## src/sv/klfr_pkg.sv

```systemverilog
// shared types, codes and decode helpers of the keypad link frame receiver
package klfr_pkg;

    // frame framing and type bytes
    localparam logic [7:0] SOF_BYTE   = 8'h55;
    localparam logic [7:0] EOF_BYTE   = 8'hAA;
    localparam logic [7:0] T_KEYDOWN  = 8'h10;
    localparam logic [7:0] T_KEYUP    = 8'h11;
    localparam logic [7:0] T_HEART    = 8'h20;
    localparam logic [7:0] T_SPEED    = 8'h30;
    localparam logic [7:0] T_LINK     = 8'h22;
    localparam logic [7:0] NO_KEY     = 8'hFF;

    // key data codes with special meaning
    localparam logic [7:0] KD_START   = 8'h01;
    localparam logic [7:0] KD_STOP    = 8'h02;

    localparam logic [15:0] WD_LIMIT_RESET = 16'd30;

    // operations
    localparam logic OP_BYTE = 1'b0;
    localparam logic OP_TICK = 1'b1;

    // machine states
    localparam logic [2:0] MS_SETTING   = 3'd2;
    localparam logic [2:0] MS_RUNNING   = 3'd3;
    localparam logic [2:0] MS_COUNTDOWN = 3'd4;
    localparam logic [2:0] MS_ERROR     = 3'd5;

    // result actions
    localparam logic [2:0] ACT_KEY    = 3'd0;
    localparam logic [2:0] ACT_HEART  = 3'd1;
    localparam logic [2:0] ACT_SPEED  = 3'd2;
    localparam logic [2:0] ACT_HOTKEY = 3'd3;
    localparam logic [2:0] ACT_WDOG   = 3'd4;

    // key ids
    localparam logic [2:0] KEY_ONOFF  = 3'd0;
    localparam logic [2:0] KEY_UP     = 3'd1;
    localparam logic [2:0] KEY_DOWN   = 3'd2;
    localparam logic [2:0] KEY_MODE   = 3'd3;
    localparam logic [2:0] KEY_PROG   = 3'd4;
    localparam logic [2:0] KEY_NONE   = 3'd7;

    // key events
    localparam logic [1:0] EVT_PRESS   = 2'd0;
    localparam logic [1:0] EVT_HOLD    = 2'd1;
    localparam logic [1:0] EVT_RELEASE = 2'd2;

    localparam logic [7:0] HOTKEY_MIN = 8'd20;
    localparam logic [7:0] HOTKEY_MAX = 8'd120;

    typedef enum logic [2:0] {
        P_HUNT  = 3'd0,
        P_TYPE  = 3'd1,
        P_DATA  = 3'd2,
        P_CHECK = 3'd3,
        P_END   = 3'd4
    } t_phase;

    typedef struct packed {
        logic       operation;
        logic [7:0] rx_byte;
        logic [2:0] machine_state;
        logic       safety_lock_error;
        logic       wd_enable;
    } t_item;

    typedef struct packed {
        logic [2:0] action;
        logic [2:0] key_id;
        logic [1:0] key_event;
        logic [7:0] value;
        logic       beep;
        logic       watchdog_expired;
        logic       last;
    } t_result;

    function automatic t_result mk_res(input logic [2:0] action, input logic [2:0] key_id,
                                       input logic [1:0] key_event, input logic [7:0] value,
                                       input logic beep, input logic expired);
        t_result r;
        r.action           = action;
        r.key_id           = key_id;
        r.key_event        = key_event;
        r.value            = value;
        r.beep             = beep;
        r.watchdog_expired = expired;
        r.last             = 1'b0;
        return r;
    endfunction

    function automatic logic [2:0] key_of(input logic [7:0] d);
        logic [2:0] k;
        case (d)
            8'h03, 8'h07: k = KEY_UP;
            8'h04, 8'h08: k = KEY_DOWN;
            8'h05:        k = KEY_MODE;
            8'h06:        k = KEY_PROG;
            default:      k = KEY_NONE;
        endcase
        return k;
    endfunction

    function automatic logic is_speed_key(input logic [7:0] d);
        return (d == 8'h03) || (d == 8'h04) || (d == 8'h07) || (d == 8'h08);
    endfunction

    function automatic logic [7:0] hotkey_speed(input logic [7:0] d);
        logic [7:0] s;
        case (d)
            8'h0D:   s = 8'd20;
            8'h09:   s = 8'd40;
            8'h0E:   s = 8'd50;
            8'h0A:   s = 8'd60;
            8'h0B:   s = 8'd80;
            8'h0C:   s = 8'd100;
            8'h0F:   s = 8'd120;
            default: s = 8'd0;
        endcase
        return s;
    endfunction

endpackage

```

## src/sv/keypad_link_frame_receiver.sv

```systemverilog
// top level of the keypad link frame receiver
//
//  channel   direction  handshake            payload
//  input     in         i_valid / o_ready    i_operation i_rx_byte i_machine_state
//                                            i_safety_lock_error i_wd_enable
//  result    out        o_valid / i_ready    o_action o_key_id o_key_event o_value
//                                            o_beep o_watchdog_expired o_last
//  config    in         i_cfg_we             i_cfg_data (watchdog limit)
//
// a transaction goes into the input register, is decoded from it and its results land
// in a two-entry result queue. the single result port drains the queue one result per
// cycle while i_ready is high; a new transaction is taken as the held one commits.
// synchronous active-low reset clears the parser, held key, watchdog count and queue.
// a stall on the result side holds the decoded item in the input register until the
// queue has room for all of its results; o_ready stays low meanwhile.
module keypad_link_frame_receiver (
    input  logic        i_clk,
    input  logic        i_rst_n,
    // input channel
    input  logic        i_valid,
    output logic        o_ready,
    input  logic        i_operation,
    input  logic [7:0]  i_rx_byte,
    input  logic [2:0]  i_machine_state,
    input  logic        i_safety_lock_error,
    input  logic        i_wd_enable,
    // result channel
    output logic        o_valid,
    input  logic        i_ready,
    output logic [2:0]  o_action,
    output logic [2:0]  o_key_id,
    output logic [1:0]  o_key_event,
    output logic [7:0]  o_value,
    output logic        o_beep,
    output logic        o_watchdog_expired,
    output logic        o_last,
    // configuration
    input  logic        i_cfg_we,
    input  logic [15:0] i_cfg_data
);

    // watchdog limit register
    logic [15:0] r_wd_limit;

    // input register
    logic              r_in_valid;
    klfr_pkg::t_item   r_item;
    klfr_pkg::t_item   in_item;

    // decode results and queue status
    klfr_pkg::t_result res0, res1, head;
    logic [1:0]        res_cnt;
    logic [1:0]        q_cnt;
    logic [1:0]        q_space;
    logic              pop;
    logic              fire;

    assign in_item.operation         = i_operation;
    assign in_item.rx_byte           = i_rx_byte;
    assign in_item.machine_state     = i_machine_state;
    assign in_item.safety_lock_error = i_safety_lock_error;
    assign in_item.wd_enable         = i_wd_enable;

    // queue room counts the entry leaving this cycle
    assign pop     = o_valid && i_ready;
    assign q_space = 2'd2 - q_cnt + {1'b0, pop};
    // held item commits once all of its results fit
    assign fire    = r_in_valid && (res_cnt <= q_space);
    assign o_ready = !r_in_valid || fire;

    always_ff @(posedge i_clk) begin
        if (!i_rst_n) begin
            r_in_valid <= 1'b0;
            r_wd_limit <= klfr_pkg::WD_LIMIT_RESET;
        end else begin
            if (o_ready) r_in_valid <= i_valid;
            if (i_cfg_we) r_wd_limit <= i_cfg_data;
        end
    end

    // payload only, no reset needed
    always_ff @(posedge i_clk) begin
        if (i_valid && o_ready) r_item <= in_item;
    end

    klfr_core u_core (
        .i_clk      (i_clk),
        .i_rst_n    (i_rst_n),
        .i_item     (r_item),
        .i_fire     (fire),
        .i_wd_limit (r_wd_limit),
        .o_res0     (res0),
        .o_res1     (res1),
        .o_res_cnt  (res_cnt)
    );

    klfr_outq u_outq (
        .i_clk      (i_clk),
        .i_rst_n    (i_rst_n),
        .i_res0     (res0),
        .i_res1     (res1),
        .i_push_cnt (fire ? res_cnt : 2'd0),
        .i_pop      (pop),
        .o_head     (head),
        .o_cnt      (q_cnt)
    );

    assign o_valid            = (q_cnt != 2'd0);
    assign o_action           = head.action;
    assign o_key_id           = head.key_id;
    assign o_key_event        = head.key_event;
    assign o_value            = head.value;
    assign o_beep             = head.beep;
    assign o_watchdog_expired = head.watchdog_expired;
    assign o_last             = head.last;

endmodule

```

## src/sv/klfr_core.sv

```systemverilog
// frame parser, key event logic and link watchdog with their state registers
module klfr_core (
    input  logic              i_clk,
    input  logic              i_rst_n,
    input  klfr_pkg::t_item   i_item,
    input  logic              i_fire,
    input  logic [15:0]       i_wd_limit,
    output klfr_pkg::t_result o_res0,
    output klfr_pkg::t_result o_res1,
    output logic [1:0]        o_res_cnt
);

    klfr_pkg::t_phase r_phase, n_phase;
    logic [7:0]  r_kind, n_kind;
    logic [7:0]  r_payload, n_payload;
    logic [7:0]  r_held, n_held;
    logic        r_shs, n_shs;
    logic [15:0] r_silence, n_silence;

    logic frame_ok;

    assign frame_ok = (i_item.operation == klfr_pkg::OP_BYTE) && (r_phase == klfr_pkg::P_END)
                    && (i_item.rx_byte == klfr_pkg::EOF_BYTE);

    // parse phase next state
    always_comb begin
        n_phase   = r_phase;
        n_kind    = r_kind;
        n_payload = r_payload;
        if (i_item.operation == klfr_pkg::OP_BYTE) begin
            case (r_phase)
                klfr_pkg::P_HUNT: begin
                    if (i_item.rx_byte == klfr_pkg::SOF_BYTE) n_phase = klfr_pkg::P_TYPE;
                end
                klfr_pkg::P_TYPE: begin
                    n_kind  = i_item.rx_byte;
                    n_phase = klfr_pkg::P_DATA;
                end
                klfr_pkg::P_DATA: begin
                    n_payload = i_item.rx_byte;
                    n_phase   = klfr_pkg::P_CHECK;
                end
                klfr_pkg::P_CHECK: begin
                    n_phase = ((r_kind ^ r_payload) == i_item.rx_byte) ? klfr_pkg::P_END
                                                                       : klfr_pkg::P_HUNT;
                end
                default: n_phase = klfr_pkg::P_HUNT;
            endcase
        end
    end

    // results, key state and watchdog
    always_comb begin
        logic [7:0]  d;
        logic [2:0]  ms;
        logic [2:0]  id;
        logic [7:0]  hk;
        logic        running;
        logic        rel;
        logic        press;
        logic [15:0] sil_inc;
        klfr_pkg::t_result r0;
        klfr_pkg::t_result r1;
        logic [1:0]  cnt;

        d       = r_payload;
        ms      = i_item.machine_state;
        id      = klfr_pkg::key_of(d);
        hk      = klfr_pkg::hotkey_speed(d);
        running = (ms == klfr_pkg::MS_RUNNING);
        rel     = 1'b0;
        press   = 1'b0;
        sil_inc = (r_silence < i_wd_limit) ? r_silence + 16'd1 : r_silence;
        r0      = '0;
        r1      = '0;
        cnt     = 2'd0;
        n_held    = r_held;
        n_shs     = r_shs;
        n_silence = r_silence;

        if (i_item.operation == klfr_pkg::OP_TICK) begin
            if (!i_item.wd_enable) begin
                n_silence = 16'd0;
                r0 = klfr_pkg::mk_res(klfr_pkg::ACT_WDOG, 3'd0, 2'd0, 8'd0, 1'b0, 1'b0);
            end else begin
                n_silence = sil_inc;
                r0 = klfr_pkg::mk_res(klfr_pkg::ACT_WDOG, 3'd0, 2'd0, 8'd0, 1'b0,
                                      sil_inc >= i_wd_limit);
            end
            cnt = 2'd1;
        end else if (frame_ok) begin
            n_silence = 16'd0;
            if (r_kind == klfr_pkg::T_LINK) begin
                // link ping only feeds the watchdog
            end else if (ms == klfr_pkg::MS_ERROR && i_item.safety_lock_error) begin
                // safety lock blocks every command
            end else if (r_kind == klfr_pkg::T_HEART) begin
                r0  = klfr_pkg::mk_res(klfr_pkg::ACT_HEART, 3'd0, 2'd0, d, 1'b0, 1'b0);
                cnt = 2'd1;
            end else if (r_kind == klfr_pkg::T_SPEED) begin
                r0     = klfr_pkg::mk_res(klfr_pkg::ACT_SPEED, 3'd0, 2'd0, d, 1'b0, 1'b0);
                cnt    = 2'd1;
                n_held = klfr_pkg::NO_KEY;
            end else if (r_kind == klfr_pkg::T_KEYDOWN) begin
                if (d == klfr_pkg::KD_START) begin
                    if (ms <= klfr_pkg::MS_SETTING) begin
                        r0  = klfr_pkg::mk_res(klfr_pkg::ACT_KEY, klfr_pkg::KEY_ONOFF,
                                               klfr_pkg::EVT_PRESS, 8'd0, 1'b0, 1'b0);
                        cnt = 2'd1;
                    end
                    n_held = klfr_pkg::NO_KEY;
                end else if (d == klfr_pkg::KD_STOP) begin
                    if (ms == klfr_pkg::MS_RUNNING || ms == klfr_pkg::MS_COUNTDOWN) begin
                        r0  = klfr_pkg::mk_res(klfr_pkg::ACT_KEY, klfr_pkg::KEY_ONOFF,
                                               klfr_pkg::EVT_PRESS, 8'd0, 1'b0, 1'b0);
                        cnt = 2'd1;
                    end
                    n_held = klfr_pkg::NO_KEY;
                end else if (hk != 8'd0) begin
                    // hotkeys 0x09 to 0x0c come with a click
                    r0 = klfr_pkg::mk_res(klfr_pkg::ACT_HOTKEY, 3'd0, 2'd0, hk,
                                          (d >= 8'h09) && (d <= 8'h0C), 1'b0);
                    cnt    = 2'd1;
                    n_held = klfr_pkg::NO_KEY;
                end else if (id == klfr_pkg::KEY_NONE) begin
                    // unknown key data is ignored
                end else if (d == r_held) begin
                    r0  = klfr_pkg::mk_res(klfr_pkg::ACT_KEY, id, klfr_pkg::EVT_HOLD,
                                           8'd0, 1'b0, 1'b0);
                    cnt = 2'd1;
                    if (klfr_pkg::is_speed_key(d)) n_shs = 1'b1;
                end else begin
                    rel   = (r_held != klfr_pkg::NO_KEY)
                         && (klfr_pkg::key_of(r_held) != klfr_pkg::KEY_NONE);
                    press = !(running && klfr_pkg::is_speed_key(d));
                    if (rel) begin
                        r0 = klfr_pkg::mk_res(klfr_pkg::ACT_KEY, klfr_pkg::key_of(r_held),
                                              klfr_pkg::EVT_RELEASE, 8'd0, 1'b0, 1'b0);
                        r1 = klfr_pkg::mk_res(klfr_pkg::ACT_KEY, id, klfr_pkg::EVT_PRESS,
                                              8'd0, 1'b0, 1'b0);
                        cnt = press ? 2'd2 : 2'd1;
                    end else begin
                        r0  = klfr_pkg::mk_res(klfr_pkg::ACT_KEY, id, klfr_pkg::EVT_PRESS,
                                               8'd0, 1'b0, 1'b0);
                        cnt = press ? 2'd1 : 2'd0;
                    end
                    n_held = d;
                    // speed key press while running waits for hold or release
                    if (!press) n_shs = 1'b0;
                end
            end else if (r_kind == klfr_pkg::T_KEYUP) begin
                if (d == klfr_pkg::KD_START || d == klfr_pkg::KD_STOP || hk != 8'd0) begin
                    n_held = klfr_pkg::NO_KEY;
                end else if (id != klfr_pkg::KEY_NONE && d == r_held) begin
                    // deferred press goes out ahead of the release
                    if (running && klfr_pkg::is_speed_key(d) && !r_shs) begin
                        r0  = klfr_pkg::mk_res(klfr_pkg::ACT_KEY, id, klfr_pkg::EVT_PRESS,
                                               8'd0, 1'b0, 1'b0);
                        r1  = klfr_pkg::mk_res(klfr_pkg::ACT_KEY, id, klfr_pkg::EVT_RELEASE,
                                               8'd0, 1'b0, 1'b0);
                        cnt = 2'd2;
                    end else begin
                        r0  = klfr_pkg::mk_res(klfr_pkg::ACT_KEY, id, klfr_pkg::EVT_RELEASE,
                                               8'd0, 1'b0, 1'b0);
                        cnt = 2'd1;
                    end
                    n_held = klfr_pkg::NO_KEY;
                    n_shs  = 1'b0;
                end
            end
        end

        if (cnt == 2'd1) r0.last = 1'b1;
        if (cnt == 2'd2) r1.last = 1'b1;
        o_res0    = r0;
        o_res1    = r1;
        o_res_cnt = cnt;
    end

    always_ff @(posedge i_clk) begin
        if (!i_rst_n) begin
            r_phase   <= klfr_pkg::P_HUNT;
            r_kind    <= 8'd0;
            r_payload <= 8'd0;
            r_held    <= klfr_pkg::NO_KEY;
            r_shs     <= 1'b0;
            r_silence <= 16'd0;
        end else if (i_fire) begin
            r_phase   <= n_phase;
            r_kind    <= n_kind;
            r_payload <= n_payload;
            r_held    <= n_held;
            r_shs     <= n_shs;
            r_silence <= n_silence;
        end
    end

endmodule

```

## src/sv/klfr_outq.sv

```systemverilog
// two-entry result queue, takes up to two results a cycle and drains one
module klfr_outq (
    input  logic              i_clk,
    input  logic              i_rst_n,
    input  klfr_pkg::t_result i_res0,
    input  klfr_pkg::t_result i_res1,
    input  logic [1:0]        i_push_cnt,
    input  logic              i_pop,
    output klfr_pkg::t_result o_head,
    output logic [1:0]        o_cnt
);

    klfr_pkg::t_result r_q0, r_q1, n_q0, n_q1;
    logic [1:0] r_cnt, n_cnt;

    always_comb begin
        klfr_pkg::t_result s0;
        logic [1:0] c1;
        s0 = i_pop ? r_q1 : r_q0;
        c1 = r_cnt - {1'b0, i_pop};
        n_q0 = s0;
        n_q1 = r_q1;
        if (i_push_cnt != 2'd0) begin
            if (c1 == 2'd0) begin
                n_q0 = i_res0;
                n_q1 = i_res1;
            end else begin
                n_q1 = i_res0;
            end
        end
        n_cnt = c1 + i_push_cnt;
    end

    always_ff @(posedge i_clk) begin
        if (!i_rst_n) begin
            r_cnt <= 2'd0;
        end else begin
            r_cnt <= n_cnt;
        end
    end

    always_ff @(posedge i_clk) begin
        r_q0 <= n_q0;
        r_q1 <= n_q1;
    end

    assign o_head = r_q0;
    assign o_cnt  = r_cnt;

endmodule

```

## config.mk

```make
export PLATFORM = sky130hd
export DESIGN_NAME = keypad_link_frame_receiver
export DESIGN_NICKNAME = d
export VERILOG_FILES = /design/src/sv/klfr_pkg.sv /design/src/sv/keypad_link_frame_receiver.sv /design/src/sv/klfr_core.sv /design/src/sv/klfr_outq.sv
export SDC_FILE = /design/constraint.sdc
export NUM_CORES = 1
export LEC_CHECK = 0
export BUFFER_PORTS_ARGS = -buffer_cell sky130_fd_sc_hd__buf_4
export CAP_MARGIN = 15
export CORE_MARGIN = 2
export CORE_UTILIZATION = 25
export CTS_BUF_LIST = sky130_fd_sc_hd__clkbuf_4 sky130_fd_sc_hd__clkbuf_8
export CTS_CLUSTER_DIAMETER = 200
export DETAILED_ROUTE_END_ITERATION = 8
export PLACE_DENSITY = 0.37
export SLEW_MARGIN = 25
export SYNTH_ARGS = -nofsm -noshare
export SYNTH_HDL_FRONTEND = slang
export SYNTH_SLANG_ARGS = --single-unit
```

## constraint.sdc

```tcl
create_clock -name i_clk -period 4.5 [get_ports i_clk]
set_clock_uncertainty 0.2 [all_clocks]
set_input_delay 0.9 -clock i_clk [delete_from_list [all_inputs] [get_ports i_clk]]
set_output_delay 0.9 -clock i_clk [all_outputs]
set_load 0.05 [all_outputs]
```

==> out/metrics.yaml <==
drt:
  via_count: 5659
  vias_per_cell: 4.692
  wl_per_cell_um: 16.51
  drc_errors: 0
  drt-total-wl_um: 19910
  drt_iter0_markers: 330
  antenna_left: 0
  drtPass1Iterations: 5
yosys:
  yosys-top-cells-count: "dfxtp_1 (82), mux2i_1 (66), nand2_1 (46), nor2_1 (46), xnor2_1 (44)"
  synth_cells: 738
  async_reset_ff_share_pct: 0
  yosysTopAreaCell: "dfxtp_1"
  synthTopCellsByArea: "dfxtp_1 (24%), edfxtp_1 (14%), mux2i_1 (9.5%)"
  avgSynthCellArea_um2: 9.415
  ys_seq_elements: 115
  synth.top_cell.area_share_pct: 23.63
  synth_top_flop_cell: "dfxtp_1"
  synth_edf_count: 33
  syn_area_um2: 6948
  yosys_warnings: 0
  syn_nets: 810
  synth_cell_types: 72
  yosys.cell_count.top_type: "dfxtp_1"
  seq_area_frac_synth_pct: 37.89
global_route:
  grt_pass1_wl_um: 31320
  grt-ovfl-total: 0
  grtUsageTotal_pct: 14.08
  grt_pass1_vias: 5575
  grt_max_degree: 63
  antenna_found_initial: 0
timing:
  hold_viol_final: 0
  holdWs_ps: 319.5
  period_minus_slack_ps: 4544
  worst_pin_slew_ps: 933.4
  slew_viol_final: 0
  rsz0062_at_grt: "yes"
  worst_slack_ps: -44.14
  min_period_over_period_pct: 101.0
  relSlewSlack_pct: 37.78
  fmax_mhz: 220.1
  setup_viol: 1
final_layout:
  postLayoutCellArea_um2: 8516
  nFillCells: 2888
  syn_to_final_growth_pct: 22.56
  diodes: 0
  regArea_um2: 2638
  multi_input_area_um2: 4064
  finalNetCount: 888
  drive_gt1_share_pct: 19.93
place:
  dpl_cell_area_um2: 7956
  dpl.hpwl_um: 15160
  gp_congestion: 0.8483
  io_buffers: 55
power_and_ir_drop:
  ir_worst_vdd_v: 0.0002473
  cellPowerDensity_nw_per_um2: 418.7
  total_leakage_power_nw: 3.442
worst_setup_path:
  cp.arrival_ps: 3440
  cp_max_fo: 6
  crit_start: "u_core.r_payload[7]"
  start_kind: "flip-flop"
  r2r_slack_ps: 310
  reg2reg_to: "u_outq.o_cnt[1]"
  critPathRequiredTime_ps: 3400
  endpoint_kind: "output pin"
  crit_type: "flip-flop to output pin"
  critPathCapture: "o_ready"
  timing.rr.start: "u_core.r_payload[7]"
  rr_worst_depth: 17
status:
  violations: "setup timing"
  outcome: "complete, but fails checks"
clock_tree:
  cts_tree: "yes"
  clock_path_buffers: 2
  h-tree-depth: 4
  cts.clk_slew.worst_paths_ps: 70
  hold_buffers: 0
  clock_latency_ps: 440
  cts-buffers-inserted: 17
  cts.sinks: 115
  cts_root_buf: "clkbuf_8"
floorplan:
  dieHeight_um: 170.7
  ios: 56
  start_util_pct: 25.22
  rows: 61
  die_w_um: 170.7
  die_area_um2: 29140
  coreArea_um2: 27550
job:
  max_cap_viol_count: 0
min_path:
  hold-path-cell-count: 2
  hold_path.class: "flip-flop to flip-flop"
==> flip-flops by register name, indices dropped and copies added, names as in the netlist <==
name	count
u_core.r_kind	8
u_core.r_phase	3
r_in_valid	1
u_core.r_shs	1
r_item	14
u_core.r_held	8
u_core.r_silence	16
r_wd_limit	16
u_outq.r_q1	19
u_outq.o_head	19
u_outq.o_cnt	2
u_core.r_payload	8
==> stage by stage <==
step / util (%) / setup WS [ps] / power (mW) / TNS, ps / instances
2_1_floorplan: - / 39.48 / 2.111 / 0 / 738
3_3_place_gp: 28.85 / 141.2 / 2.465 / 0 / 1167
3_5_place_dp: 28.88 / 143.1 / 2.477 / 0 / 1167
4_1_cts: 30.74 / -105.6 / 3.617 / -105.6 / 1203
5_1_grt: 30.91 / -180.1 / 3.769 / -180.1 / 1206
6_report: 30.91 / -44.14 / 3.566 / -44.14 / 1206
==> per-layer routing <==
layer | global-route usage [%] | vias to the layer above | share of wire [%]
met2 | 21.69 | 85 | 44
met3 | 2.753 | 16 | 2.6
met1 | 19.88 | 2688 | 52
met4 | 4.088 | 0 | 1.3
met5 | 0 | - | 0
li1 | - | 2870 | -
==> cells by family (layout without fill, tap and decap cells) <==
group / Yosys count / after routing / synth area share [%]
buffers and inverters: 73 / 163 / 4.520
adders and majority gates: 37 / 37 / 6.663
muxes: 67 / 67 / 9.670
DFF: 115 / 115 / 37.89
AOI/OAI and AO/OA: 139 / 139 / 14.01
xor gates and xnor gates: 46 / 46 / 5.799
and+or+nand+nor: 261 / 261 / 21.45
==> layout make-up <==
class | count | area share [%]
well taps | 378 | 5.554
clock buffers | 20 | 3.232
flip-flops and latches | 115 | 30.97
inverters | 26 | 1.146
multi-input cells | 550 | 47.72
repair buffers | 106 | 9.521
clock inverters | 11 | 1.851
==> critical path, stage by stage (launching register included) <==
cell and delay [ps]:
dfxtp_1 310, or4_4 580, or3_1 390, or2_4 250, a211oi_2 260, a31oi_2 150
inv_2 110, ha_4 200, or3_4 380, o21ai_4 80, nand2_2 100, buf_8 180
==> cells in the final DEF (no fill, tap or decap), drive strengths merged, types with 7 or more instances in the layout <==
cell    netlist  final
nor2b        34     34
nor2         46     46
nor3b        15     15
nand4        17     17
a31oi        11     11
and3         14     14
nor4         10     10
inv          26     26
o211ai        9      9
nand3        18     18
xnor2        44     44
mux2i        66     66
clkbuf       37     20
a22o         10     10
buf          10    106
and2          8      8
nand2        46     46
ha           37     37
nor3         11     11
dfxtp        82     82
o21ai        25     25
a21oi        29     29
edfxtp       33     33
o22ai         7      7
nor4b         9      9
==> report_power, final <==
part	switching, mW	internal [mW]	total, mW	leakage (nW)
Sequential	0.0683	1.19	1.26	0.986
Clock	0.444	0.638	1.08	0.215
Combinational	0.774	0.450	1.22	2.24
Total	1.29	2.28	3.57	3.44
==> worst min-delay path by stage <==
| stage | slack [ps] | endpoint | start |
|---|---|---|---|
| floorplan | 280 | r_wd_limit[10] | r_wd_limit[10] |
| global placement | 300 | r_wd_limit[8] | r_wd_limit[8] |
| detailed placement | 310 | r_wd_limit[12] | r_wd_limit[12] |
| CTS | 330 | r_wd_limit[12] | r_wd_limit[12] |
| global route | 340 | r_wd_limit[12] | r_wd_limit[12] |
| finish | 320 | r_wd_limit[12] | r_wd_limit[12] |
==> what timing repair did <==
action | 4_1_cts | 5_1_grt
pin swaps | 8 | 6
gates resized for setup | 13 | 7
setup buffers | 5 | 3
setup endpoints to repair | 1 | 3
endpoints found under the hold margin | 0 | 0
(Power assumes the default switching activity.)
